`config.mk`:
```
export PLATFORM = sky130hd
export DESIGN_NAME = fixed_partition_fit_allocator
export DESIGN_NICKNAME = d
export VERILOG_FILES = /design/src/design/fpfa_pkg.sv /design/src/design/fpfa_store.sv /design/src/design/fpfa_scan.sv /design/src/design/fixed_partition_fit_allocator.sv
export SDC_FILE = /design/constraint.sdc
export NUM_CORES = 1
export LEC_CHECK = 0
export BUFFER_PORTS_ARGS = -buffer_cell sky130_fd_sc_hd__buf_2
export CELL_PAD_IN_SITES_DETAIL_PLACEMENT = 0
export CELL_PAD_IN_SITES_GLOBAL_PLACEMENT = 1
export CORE_AREA = 2 2 206 208
export DETAILED_ROUTE_END_ITERATION = 8
export DIE_AREA = 0 0 208 210
export GPL_ROUTABILITY_DRIVEN = 1
export PLACE_DENSITY_LB_ADDON = 0.2
export SLEW_MARGIN = 20
export SYNTH_ARGS = -nofsm -noshare
export SYNTH_HDL_FRONTEND = slang
export SYNTH_HIERARCHICAL = 1
export SYNTH_SLANG_ARGS = --single-unit
export TNS_END_PERCENT = 30
```
`constraint.sdc`:
```
create_clock -name clk -period 4.64 [get_ports clk]
set_clock_uncertainty 0.05 [all_clocks]
set_input_delay 0.464 -clock clk [delete_from_list [all_inputs] [get_ports clk]]
set_output_delay 0.464 -clock clk [all_outputs]
set_load 0.005 [all_outputs]
```
`src/design/fpfa_pkg.sv`:
```
// shared types and constants for the fixed partition fit allocator
`timescale 1ns / 1ps
`default_nettype none
package fpfa_pkg;

  localparam int PARTITIONS = 16;
  localparam int SIZE_BITS  = 16;
  localparam int IDX_W      = $clog2(PARTITIONS);
  localparam int CNT_W      = $clog2(PARTITIONS + 1);
  localparam int CFG_IDX_W  = 1;
  localparam int CFG_DATA_W = 5;

  localparam logic [CFG_IDX_W-1:0] CFG_STRATEGY = 1'd0;
  localparam logic [CFG_IDX_W-1:0] CFG_COUNT    = 1'd1;

  localparam logic [1:0] STRAT_FIRST = 2'd0;
  localparam logic [1:0] STRAT_BEST  = 2'd1;
  localparam logic [1:0] STRAT_WORST = 2'd2;
  localparam logic [1:0] STRAT_NEXT  = 2'd3;

  localparam logic MODE_LOAD    = 1'b0;
  localparam logic MODE_REQUEST = 1'b1;

  typedef struct packed {
    logic                 mode;
    logic [3:0]           partition_index;
    logic [15:0]          partition_size;
    logic [15:0]          request_size;
  } in_req_t;

  typedef struct packed {
    logic                 granted;
    logic [3:0]           chosen_index;
    logic [15:0]          leftover;
  } out_rsp_t;

  typedef struct packed {
    logic                 rd_en;
    logic [IDX_W-1:0]     rd_addr;
    logic                 ld_en;
    logic [IDX_W-1:0]     ld_addr;
    logic [SIZE_BITS-1:0] ld_size;
    logic                 mark_en;
    logic [IDX_W-1:0]     mark_addr;
  } store_cmd_t;

endpackage
`default_nettype wire

```
`src/design/fpfa_store.sv`:
```
// partition size memory and used marks, registered read
`timescale 1ns / 1ps
`default_nettype none
module fpfa_store (
  input  wire logic                         clk,
  input  wire logic                         rst_n,
  input  wire fpfa_pkg::store_cmd_t         cmd,
  output logic [fpfa_pkg::SIZE_BITS-1:0]    rd_size,
  output logic                              rd_used
);
  import fpfa_pkg::*;

  logic [SIZE_BITS-1:0]  size_mem [PARTITIONS];
  logic [PARTITIONS-1:0] used_r;
  logic [SIZE_BITS-1:0]  rd_size_r;
  logic                  rd_used_r;

  always_ff @(posedge clk) begin
    if (cmd.ld_en) begin
      size_mem[cmd.ld_addr] <= cmd.ld_size;
    end
    if (cmd.rd_en) begin
      rd_size_r <= size_mem[cmd.rd_addr];
      rd_used_r <= used_r[cmd.rd_addr];
    end
  end

  always_ff @(posedge clk) begin
    if (!rst_n) begin
      used_r <= '0;
    end else begin
      if (cmd.ld_en) begin
        used_r[cmd.ld_addr] <= 1'b0;
      end
      if (cmd.mark_en) begin
        used_r[cmd.mark_addr] <= 1'b1;
      end
    end
  end

  assign rd_size = rd_size_r;
  assign rd_used = rd_used_r;

endmodule
`default_nettype wire

```
`src/design/fpfa_scan.sv`:
```
// request sequencer: scans the table one entry per cycle and picks the fit
`timescale 1ns / 1ps
`default_nettype none
module fpfa_scan (
  input  wire logic                        clk,
  input  wire logic                        rst_n,
  input  wire logic                        start,
  output logic                             busy,
  input  wire fpfa_pkg::in_req_t           in_req,
  output logic                             out_valid,
  output fpfa_pkg::out_rsp_t               out_rsp,
  input  wire logic [1:0]                  strategy,
  input  wire logic [fpfa_pkg::CNT_W-1:0]  count,
  output fpfa_pkg::store_cmd_t             cmd,
  input  wire logic [fpfa_pkg::SIZE_BITS-1:0] rd_size,
  input  wire logic                        rd_used
);
  import fpfa_pkg::*;

  localparam logic [1:0] S_IDLE = 2'd0;
  localparam logic [1:0] S_SCAN = 2'd1;

  logic [1:0]           state_r, state_nxt;
  logic [CNT_W-1:0]     cnt_r, cnt_nxt;
  logic [CNT_W-1:0]     issued_r, issued_nxt;
  logic [IDX_W-1:0]     addr_r, addr_nxt;
  logic                 eval_r, eval_nxt;
  logic [IDX_W-1:0]     eval_idx_r, eval_idx_nxt;
  logic [SIZE_BITS-1:0] req_r, req_nxt;
  logic                 found_r, found_nxt;
  logic [IDX_W-1:0]     best_idx_r, best_idx_nxt;
  logic [SIZE_BITS-1:0] best_r, best_nxt;
  logic [IDX_W-1:0]     ptr_r, ptr_nxt;
  logic                 out_valid_r, out_valid_nxt;
  out_rsp_t             out_r, out_nxt;

  logic                 accept;
  logic [SIZE_BITS-1:0] diff;
  logic                 fits;
  logic                 take;
  logic [CNT_W-1:0]     addr_inc;
  logic [CNT_W-1:0]     best_inc;

  assign accept   = start && (state_r == S_IDLE);
  assign diff     = rd_size - req_r;
  assign fits     = !rd_used && (rd_size >= req_r);
  assign take     = eval_r && fits &&
                    (!found_r ||
                     (strategy == STRAT_BEST  && diff < best_r) ||
                     (strategy == STRAT_WORST && diff > best_r));
  assign addr_inc = CNT_W'(addr_r) + CNT_W'(1);
  assign best_inc = CNT_W'(best_idx_r) + CNT_W'(1);

  always_comb begin
    state_nxt     = state_r;
    cnt_nxt       = cnt_r;
    issued_nxt    = issued_r;
    addr_nxt      = addr_r;
    eval_nxt      = 1'b0;
    eval_idx_nxt  = eval_idx_r;
    req_nxt       = req_r;
    found_nxt     = found_r;
    best_idx_nxt  = best_idx_r;
    best_nxt      = best_r;
    ptr_nxt       = ptr_r;
    out_valid_nxt = 1'b0;
    out_nxt       = out_r;
    cmd           = '0;

    case (state_r)
      S_IDLE: begin
        if (accept && in_req.mode == MODE_LOAD) begin
          cmd.ld_en   = 1'b1;
          cmd.ld_addr = IDX_W'(in_req.partition_index);
          cmd.ld_size = SIZE_BITS'(in_req.partition_size);
          ptr_nxt     = '0;
        end else if (accept) begin
          req_nxt   = SIZE_BITS'(in_req.request_size);
          cnt_nxt   = count;
          issued_nxt = '0;
          found_nxt = 1'b0;
          best_idx_nxt = '0;
          best_nxt  = '0;
          if (strategy == STRAT_NEXT && CNT_W'(ptr_r) < count) begin
            addr_nxt = ptr_r;
          end else begin
            addr_nxt = '0;
          end
          if (count == '0) begin
            out_valid_nxt = 1'b1;
            out_nxt       = '0;
          end else begin
            state_nxt = S_SCAN;
          end
        end
      end
      S_SCAN: begin
        if (take) begin
          found_nxt    = 1'b1;
          best_idx_nxt = eval_idx_r;
          best_nxt     = diff;
        end
        if (issued_r != cnt_r) begin
          cmd.rd_en    = 1'b1;
          cmd.rd_addr  = addr_r;
          eval_nxt     = 1'b1;
          eval_idx_nxt = addr_r;
          issued_nxt   = issued_r + CNT_W'(1);
          addr_nxt     = (addr_inc == cnt_r) ? '0 : addr_inc[IDX_W-1:0];
        end else if (!eval_r) begin
          state_nxt     = S_IDLE;
          out_valid_nxt = 1'b1;
          if (found_r) begin
            out_nxt.granted      = 1'b1;
            out_nxt.chosen_index = 4'(best_idx_r);
            out_nxt.leftover     = 16'(best_r);
            cmd.mark_en          = (req_r != '0);
            cmd.mark_addr        = best_idx_r;
            if (strategy == STRAT_NEXT) begin
              if (best_r != '0) begin
                ptr_nxt = best_idx_r;
              end else begin
                ptr_nxt = (best_inc == cnt_r) ? '0 : best_inc[IDX_W-1:0];
              end
            end
          end else begin
            out_nxt = '0;
          end
        end
      end
      default: begin
        state_nxt = S_IDLE;
      end
    endcase
  end

  always_ff @(posedge clk) begin
    if (!rst_n) begin
      state_r     <= S_IDLE;
      eval_r      <= 1'b0;
      ptr_r       <= '0;
      out_valid_r <= 1'b0;
    end else begin
      state_r     <= state_nxt;
      eval_r      <= eval_nxt;
      ptr_r       <= ptr_nxt;
      out_valid_r <= out_valid_nxt;
    end
  end

  always_ff @(posedge clk) begin
    cnt_r      <= cnt_nxt;
    issued_r   <= issued_nxt;
    addr_r     <= addr_nxt;
    eval_idx_r <= eval_idx_nxt;
    req_r      <= req_nxt;
    found_r    <= found_nxt;
    best_idx_r <= best_idx_nxt;
    best_r     <= best_nxt;
    out_r      <= out_nxt;
  end

  assign busy      = (state_r != S_IDLE);
  assign out_valid = out_valid_r;
  assign out_rsp   = out_r;

endmodule
`default_nettype wire

```
`src/design/fixed_partition_fit_allocator.sv`:
```
// top level of the fixed partition fit allocator
// A load request writes one partition and leaves busy low.
// An allocation request holds busy high while it scans the table (a count above
// 16 scans 16): the size memory delivers one entry per cycle to the fit compare,
// then the last read passes through the compare and the result is reported.
// Its result strobes on out_valid for one cycle right after busy drops; a request
// with partition_count of zero answers in the next cycle without raising busy.
// The receiver cannot stall: out_rsp is valid only while out_valid is high.
// cfg_ready is always high; configure only while no request is in flight.
`timescale 1ns / 1ps
`default_nettype none
module fixed_partition_fit_allocator (
  input  wire logic                             clk,
  input  wire logic                             rst_n,
  input  wire logic                             start,
  output logic                                  busy,
  input  wire fpfa_pkg::in_req_t                in_req,
  output logic                                  out_valid,
  output fpfa_pkg::out_rsp_t                    out_rsp,
  input  wire logic                             cfg_valid,
  output logic                                  cfg_ready,
  input  wire logic [fpfa_pkg::CFG_IDX_W-1:0]   cfg_index,
  input  wire logic [fpfa_pkg::CFG_DATA_W-1:0]  cfg_data
);
  import fpfa_pkg::*;

  logic [1:0]           strategy_r;
  logic [4:0]           count_r;
  logic [CNT_W-1:0]     count_eff;
  store_cmd_t           cmd;
  logic [SIZE_BITS-1:0] rd_size;
  logic                 rd_used;

  always_ff @(posedge clk) begin
    if (!rst_n) begin
      strategy_r <= STRAT_FIRST;
      count_r    <= 5'd16;
    end else if (cfg_valid) begin
      case (cfg_index)
        CFG_STRATEGY: strategy_r <= cfg_data[1:0];
        CFG_COUNT:    count_r    <= cfg_data[4:0];
        default: begin
        end
      endcase
    end
  end

  // clamp to the table depth
  assign count_eff = (32'(count_r) > PARTITIONS) ? CNT_W'(PARTITIONS) : CNT_W'(count_r);
  assign cfg_ready = 1'b1;

  fpfa_store u_store (
    .clk     (clk),
    .rst_n   (rst_n),
    .cmd     (cmd),
    .rd_size (rd_size),
    .rd_used (rd_used)
  );

  fpfa_scan u_scan (
    .clk       (clk),
    .rst_n     (rst_n),
    .start     (start),
    .busy      (busy),
    .in_req    (in_req),
    .out_valid (out_valid),
    .out_rsp   (out_rsp),
    .strategy  (strategy_r),
    .count     (count_eff),
    .cmd       (cmd),
    .rd_size   (rd_size),
    .rd_used   (rd_used)
  );

endmodule
`default_nettype wire

```
==> results of run 1 <==
## logic make-up after synthesis
group           Yosys count  share of synthesized area, %
compound gates          141                          6.04
xor+xnor                 29                          1.55
fa+ha+maj                39                          3.02
buf+inv                  91                          2.48
mux                      76                          9.91
other cells               1                        0.0229
simple gates            278                          9.33
flops                   379                          67.6
## critical path, cell delays in order (launching register included)
cell       delay (ps)
edfxtp_1          400
ha_1              230
fa_1              400
nand2b_1          180
a211oi_1          300
o221ai_1          240
nand2_1           180
a311o_1           210
nand3_1           100
ha_1              320
nand4_1           110
nor4_1            400
a211o_1           210
mux2i_1           210
a2bb2oi_2         140
buf_4             290
## power groups by stage
stage | Sequential [W] | Clock, W | Combinational (W)
floorplan | 0.00389 | 0 | 0.000373
global placement | 0.00390 | 0 | 0.000540
detailed placement | 0.00390 | 0 | 0.000543
CTS | 0.00383 | 0.00328 | 0.000551
global route | 0.00384 | 0.00341 | 0.000608
finish | 0.00383 | 0.00318 | 0.000542
## placed cells by master (no fill, tap or decap), drive strengths merged, types with 15 or more instances in the layout
cell type / n
a21boi: 17
a21oi: 18
a22oi: 35
and2: 49
and3: 29
buf: 101
clkbuf: 55
clkinv: 15
dfxtp: 30
edfxtp: 349
ha: 38
inv: 49
mux4: 68
nand2: 65
nand3: 19
nor2: 39
nor2b: 17
o21ai: 28
xnor2: 18
## synth_stat cells (all sizes together) (3+ instances only)
cell       n
and3      29
nand3     19
xnor2     18
nand4b     3
nand2b    13
o2bb2ai    3
o21ai     28
nand4     10
nor2b     17
a21boi    17
nand2     65
clkbuf    27
or2        4
a211oi     4
and2      49
a21oi     18
a22oi     35
o21a       6
edfxtp   349
buf       18
dfxtp     30
inv       46
xor2      11
mux2i      8
nor2      39
nand3b     5
nor4       9
nor3       7
ha        38
a31oi      5
mux4      68
## sequential cells by signal (all words and copies together) (netlist names), 5 cells and up
name and flops:
u_scan/best_r 16, u_scan/cnt_r 5, count_r 5, u_scan/issued_r 5, u_scan/req_r 16, u_scan/out_rsp 21, u_store/used_r 16, u_store/rd_size 16
u_store/size_mem 256
## per-stage QoR
step / setup slack (ps) / instances / cell area (um^2) / utilization [%]
after global placement: 465 / 1629 / 17500 / 42.2
after CTS: 349 / 1714 / 18900 / 45.6
final: 337 / 1714 / 18900 / 45.6
after floorplan: 477 / 1034 / 16400 / -
after detailed placement: 365 / 1629 / 17500 / 42.2
after global routing: 48.4 / 1714 / 18900 / 45.6
## layout make-up
type,count,area [um^2]
fillers,3693,22600
flip-flops and latches,379,11100
multi-input cells,564,4950
clock buffers,55,1120
repair buffers,110,701
well taps,539,674
clock inverters,21,193
inverters,46,173
## path summary, 6_finish.rpt
| kind | start | end | slack (ps) | depth (start not counted) |
|---|---|---|---|---|
| min | in_req[10] | u_scan/req_r[10]$_DFFE_PP_ | 40 | 1 |
| max | u_scan/req_r[0]$_DFFE_PP_ | u_scan/best_r[6]$_SDFFCE_PN0P_ | 340 | 15 |
| max reg2reg | u_scan/req_r[0]$_DFFE_PP_ | u_scan/best_r[6]$_SDFFCE_PN0P_ | 340 | 15 |
| min reg2reg | count_r[3]$_SDFFE_PN0P_ | count_r[3]$_SDFFE_PN0P_ | 400 | 2 |
## routing by layer
layer	share of wire, %	up-vias	GRT usage, %
met3	4.0	58	3.04
met5	0	-	0
met1	44	4540	22.4
met2	50	165	29.2
met4	2.3	0	5.38
li1	-	4237	-
## repair_timing
action / in CTS / in global routing
hold buffers: 9 / 0
resized for setup: 0 / 0
hold endpoints to repair: 9 / 0
==> summary.md, run 1 <==
| Metric | Value |
|---|---|
| Synth async-reset ratio | `0%` |
| Global-route wire length before repair | `about 56000 um` |
| Cell internal pwr | `a little under 0.006 W` |
| CTS Buffer Depth | `3` |
| Routed wire length | `approximately 37000 um` |
| I/O Pins | `71` |
| Nets | `roughly 1200` |
| Status | `finished, final reports clean` |
| Unique masters post-synth | `73` |
| Max-cap violation count | `0` |
| Leak | `6.78 nW` |
| Leading area contributor after synthesis | `edfxtp_1` |
| Row cnt | `75` |
| Worst VDD drop | `0.279 mV` |
| Worst-path clk slew | `approximately 50 ps` |
| Gpl congestion | `0.774` |
| Pwr Total | `roughly 0.0076 W` |
| DR pass1 iterations | `5` |
| Mapped cell area | `approximately 0.016 mm^2` |
| Hold_ws | `around 35 ps` |
| Inserted Diodes | `0` |
| Area Overhead vs Synth | `15.3%` |
| TritonCTS buffer count | `42` |
| Clock latency on the worst-skew pair | `570 ps` |
| Initial antenna violation count | `0` |
| Most used DFF post-synth | `edfxtp_1` |
| Fmax | `0.232 GHz` |
| Synthesized instance count | `just over 1000` |
| Die area | `0.0437 mm^2` |
| Largest net degree at the start of global routing | `47` |
| Pwr/cell area | `between 300 and 400 mW/mm^2` |
| Max H-tree Level | `2` |
| CTS tree | `yes` |
| Comb pwr share | `under 10%` |
| Hold WC Path Type | `input pin to flip-flop` |
| Share of power burned in registers | `50.7%` |
| CORE AREA | `between 0.04 and 0.05 mm^2` |
| Critical Path Fanout Max | `21` |
| Vias/cell | `between 5 and 6` |
| Die Span X | `208 um` |
| Final period util | `between 90% and 100%` |
| Clock sinks | `379` |
| Number of global-route vias before repair | `about 9000` |
| Proportion of layout cells with a drive suffix above 1 | `21.5%` |
| Final setup fails | `0` |
| Post-synth top area share | `a little under two thirds` |
| Crit path DAT | `between 4000 and 5000 ps` |
| DR vias | `9000` |
| Setup_tns | `0 ps` |
| Initial Util | `between 30% and 40%` |
| EDFF count, synth | `~350` |
| Sequential share of the synthesized area | `between 60% and 70%` |
| Top cells by area, synth | `edfxtp_1, mux4_2, dfxtp_1, ha_1, and2_1` |
| Worst Max-Slew Pin Slew | `1050 ps` |
| Clock share of power | `between 40% and 50%` |
| DRC viols | `0` |
| Element type at the critical path end | `flip-flop` |
| Routed Antenna Nets | `0` |
| Switching share of power | `22.7%` |
| Post-CTS setup buffers | `0` |
| Die height | `approximately 210 um` |
| Mean Syn Cell Area | `around 16 um^2` |
| Crit path launch type | `flip-flop` |
| Routed length per instance | `~22 um` |
| Fin. Hold Viols | `0` |
| Final HPWL DP | `approximately 23000 um` |
| Critical Path RT | `4830 ps` |
| Path type of the worst setup path | `flip-flop to flip-flop` |
| Clock root buffer | `clkbuf_16` |
| Psw | `0.00171 W` |
| DR iter-0 viols | `595` |
| Synth Warn # | `6` |
| Minimum clock period | `4300 ps` |
| Total GRT Usage | `between 10% and 20%` |
| I/O Buffers | `around 70` |
| Total grt overflow | `0` |
| Max_slew headroom | `30.0%` |
| Post-Syn Nets | `1120` |
| Synth Register Bits | `approximately 380` |
| RSZ-0062 raised after global routing | `no` |
| Max Slew Vio Count | `0` |
Power figures use the tool's default switching activity.
==> inputs of run 2 (changes only) <==
--- a/config.mk
+++ b/config.mk
@@ -5,15 +5,15 @@
 export SDC_FILE = /design/constraint.sdc
 export NUM_CORES = 1
 export LEC_CHECK = 0
+export ABC_AREA = 1
 export BUFFER_PORTS_ARGS = -buffer_cell sky130_fd_sc_hd__buf_2
 export CELL_PAD_IN_SITES_DETAIL_PLACEMENT = 0
 export CELL_PAD_IN_SITES_GLOBAL_PLACEMENT = 1
-export CORE_AREA = 2 2 206 208
+export CORE_AREA = 2 2 214 216
 export DETAILED_ROUTE_END_ITERATION = 8
-export DIE_AREA = 0 0 208 210
+export DIE_AREA = 0 0 216 218
 export GPL_ROUTABILITY_DRIVEN = 1
 export PLACE_DENSITY_LB_ADDON = 0.2
-export SLEW_MARGIN = 20
 export SYNTH_ARGS = -nofsm -noshare
 export SYNTH_HDL_FRONTEND = slang
 export SYNTH_HIERARCHICAL = 1
==> summary.md, run 2 <==
| Metric | Value |
|---|---|
| Delay-heaviest family, CP | `compound AO/OA/AOI/OAI gates` |
| DR vias | `between 10000 and 15000` |
| RSZ-0062 raised after global routing | `no` |
| Max H-tree Level | `2` |
| Sequential share of the synthesized area | `roughly 62%` |
| Fill cells | `4356` |
| Routed Antenna Nets | `0` |
| CTS Buffer Depth | `3` |
| Post-CTS setup buffers | `0` |
| Cell Chain, Critical Path | `ha_1, a21oi_1, o21ai_1, a21o_2, a21oi_2, xor2_1, inv_1, ha_1, nand2_1, o21ai_0, a21oi_1, nand3_1, nand3_1, nand2_1, nand2_1, buf_4` |
| Post-synth top area share | `between 50 and 60%` |
| Crit path launch type | `flip-flop` |
| Number of global-route vias before repair | `12200` |
| Crit-path most repeated cell | `nand2_1` |
| Synth Register Bits | `about 380` |
| Element type at the critical path end | `flip-flop` |
| Mapped cell area | `0.0178 mm^2` |
| Final period util | `roughly three quarters` |
| Synth async-reset ratio | `0%` |
| Global-route wire length before repair | `between 70000 and 80000 um` |
| Crit path DAT | `~3700 ps` |
| DR pass1 iterations | `5` |
| Final Cell Area | `between 0.02 and 0.025 mm^2` |
| Crit-path max cell delay | `approximately 470 ps` |
| DR iter-0 viols | `847` |
| Max-cap violation count | `0` |
| Minimum clock period | `between 3000 and 4000 ps` |
| Post-Syn Nets | `1945` |
| Most used DFF post-synth | `edfxtp_1` |
| Hold WC Path Type | `input pin to flip-flop` |
| CORE AREA | `approximately 0.045 mm^2` |
| Max Slew Vio Count | `0` |
| Commonest non-fill, non-tap cell in the layout | `nand2_1` |
| Most frequent cell after synthesis | `nand2_1` |
| I/O Buffers | `69` |
| Util after Layout | `roughly 45%` |
| Die area | `0.0471 mm^2` |
| Vias/cell | `between 4 and 5` |
| Final HPWL DP | `around 29000 um` |
| Pwr/cell area | `407 mW/mm^2` |
| Synth cell count leaders | `nand2_1, edfxtp_1, inv_1` |
| I/O Pins | `about 70` |
| Clock sinks | `379` |
| Synth Warn # | `6` |
| Setup_tns | `0 ps` |
| EDFF count, synth | `between 300 and 400` |
| Unique masters post-synth | `49` |
| Instance count on the critical path | `16` |
| GRT met1 Usage | `26.5%` |
| Routed wire length | `between 40000 and 50000 um` |
| Worst VDD drop | `about 0.28 mV` |
| Final setup fails | `0` |
| Slowest CP cell | `edfxtp_1` |
| Mean Syn Cell Area | `about 9.6 um^2` |
| Nets | `2025` |
| CTS Hold Bufs | `4` |
| Critical Path RT | `4830 ps` |
| Clock latency on the worst-skew pair | `570 ps` |
| Total GRT Usage | `20.0%` |
| Largest net degree at the start of global routing | `roughly 140` |
| Clock root buffer | `clkbuf_16` |
| Die height | `between 200 and 250 um` |
| CTS tree | `yes` |
| Crit path buffers/inverters | `2` |
| Fmax | `roughly 0.28 GHz` |
| # resized after CTS | `0` |
| Proportion of layout cells with a drive suffix above 1 | `between 10% and 20%` |
| Status | `finished, final reports clean` |
| Die Span X | `between 200 and 250 um` |
| Synthesized instance count | `1859` |
| Worst R2R Setup Slack | `between 1000 and 1500 ps` |
| Number of flip-flops in the largest register | `256` |
| Max_slew headroom | `roughly 15%` |
| R2r worst-path depth | `16` |
| Worst-path clk slew | `roughly 60 ps` |
| Post-Layout Cell Count | `between 2000 and 3000` |
| Leak | `between 8 and 9 nW` |
| Critical Path Fanout Max | `21` |
| Area Overhead vs Synth | `13.5%` |
| Routed length per instance | `18.0 um` |
| Leading area contributor after synthesis | `edfxtp_1` |
| Inserted Diodes | `0` |
| Gpl congestion | `roughly 0.86` |
| Top cells by area, synth | `edfxtp_1, nand2_1, inv_1, nand3_1, dfxtp_1` |
| Most Crowded Layer GR | `met2` |
| M2 GR Usage | `33.8%` |
| Path type of the worst setup path | `flip-flop to flip-flop` |
| Most frequent cells in the layout | `nand2_1, edfxtp_1, inv_1, nand3_1, nor2_1` |
| Hold depth | `1` |
| Fin. Hold Viols | `0` |
| Hold_ws | `around 31 ps` |
| Met3 Use GR | `around 2.7%` |
| DRC viols | `0` |
| Top reg by flops | `u_store/size_mem` |
| Row cnt | `just under 80` |
| Initial Util | `between 30% and 40%` |
| # placed instances | `between 2000 and 2500` |
| Total grt overflow | `0` |
| Initial antenna violation count | `0` |
| TritonCTS buffer count | `43` |
| Worst Max-Slew Pin Slew | `1270 ps` |
| Placement Cell Area | `about 0.019 mm^2` |
## run 2: cell count changes after synthesis, moves of 46 or more
cell     previous run  this run
mux4_2             65         0
and2_1             49         3
inv_1              46       342
nand3_1            19       239
nand2_1            65       495
nor2_1             39       128
## run 2: final timing paths
kind,startpoint,endpoint
max,u_store/rd_size[5]$_DFFE_PP_,u_scan/best_r[13]$_SDFFCE_PN0P_
min,in_req[11],u_scan/req_r[11]$_DFFE_PP_
max reg2reg,u_store/rd_size[5]$_DFFE_PP_,u_scan/best_r[13]$_SDFFCE_PN0P_
min reg2reg,u_store/used_r[0]$_SDFF_PN0_,u_store/used_r[0]$_SDFF_PN0_
## run 2: cells by family (layout without fill, tap and decap cells)
logic type                 after synthesis  in the layout  share of synthesized area, %
AOI/OAI and AO/OA                       97             97                          3.04
xor gates and xnor gates                19             19                          1.06
adders and majority gates               39             39                          2.78
buffers and inverters                  415            526                          9.22
DFF                                    379            379                          62.3
other                                    1              1                        0.0211
and+or+nand+nor                        909            909                          21.6
## run 2: final cells by class
class                           count  area [um^2]  share of cell area [%]
Clock buffer                       56         1120                    5.57
Clock inverter                     20          168                   0.830
Timing Repair Buffer              100          613                    3.03
Multi-Input combinational cell   1065         5150                    25.5
Tap cell                          600          751                    3.72
Inverter                          350         1320                    6.53
Sequential cell                   379        11100                    54.8
## run 2: per-layer routing
layer | vias up | wire (um)
met3 | 76 | 2030
met5 | - | 0
li1 | 6161 | -
met2 | 294 | 22100
met1 | 5883 | 20800
met4 | 0 | 1310
## run 2: stage by stage
stage               power (W)  setup WS (ps)
finish                0.00823           1120
global route          0.00861            757
global placement      0.00513           1080
CTS                   0.00833           1070
floorplan             0.00476           1280
detailed placement    0.00513           1080
## run 2: power by group
part / switching, W / leakage, nW / internal, W
clock network: 0.00135 / 0.633 / 0.00182
registers: 0.0000764 / 3.63 / 0.00386
logic: 0.000763 / 4.40 / 0.000351
total: 0.00219 / 8.67 / 0.00604
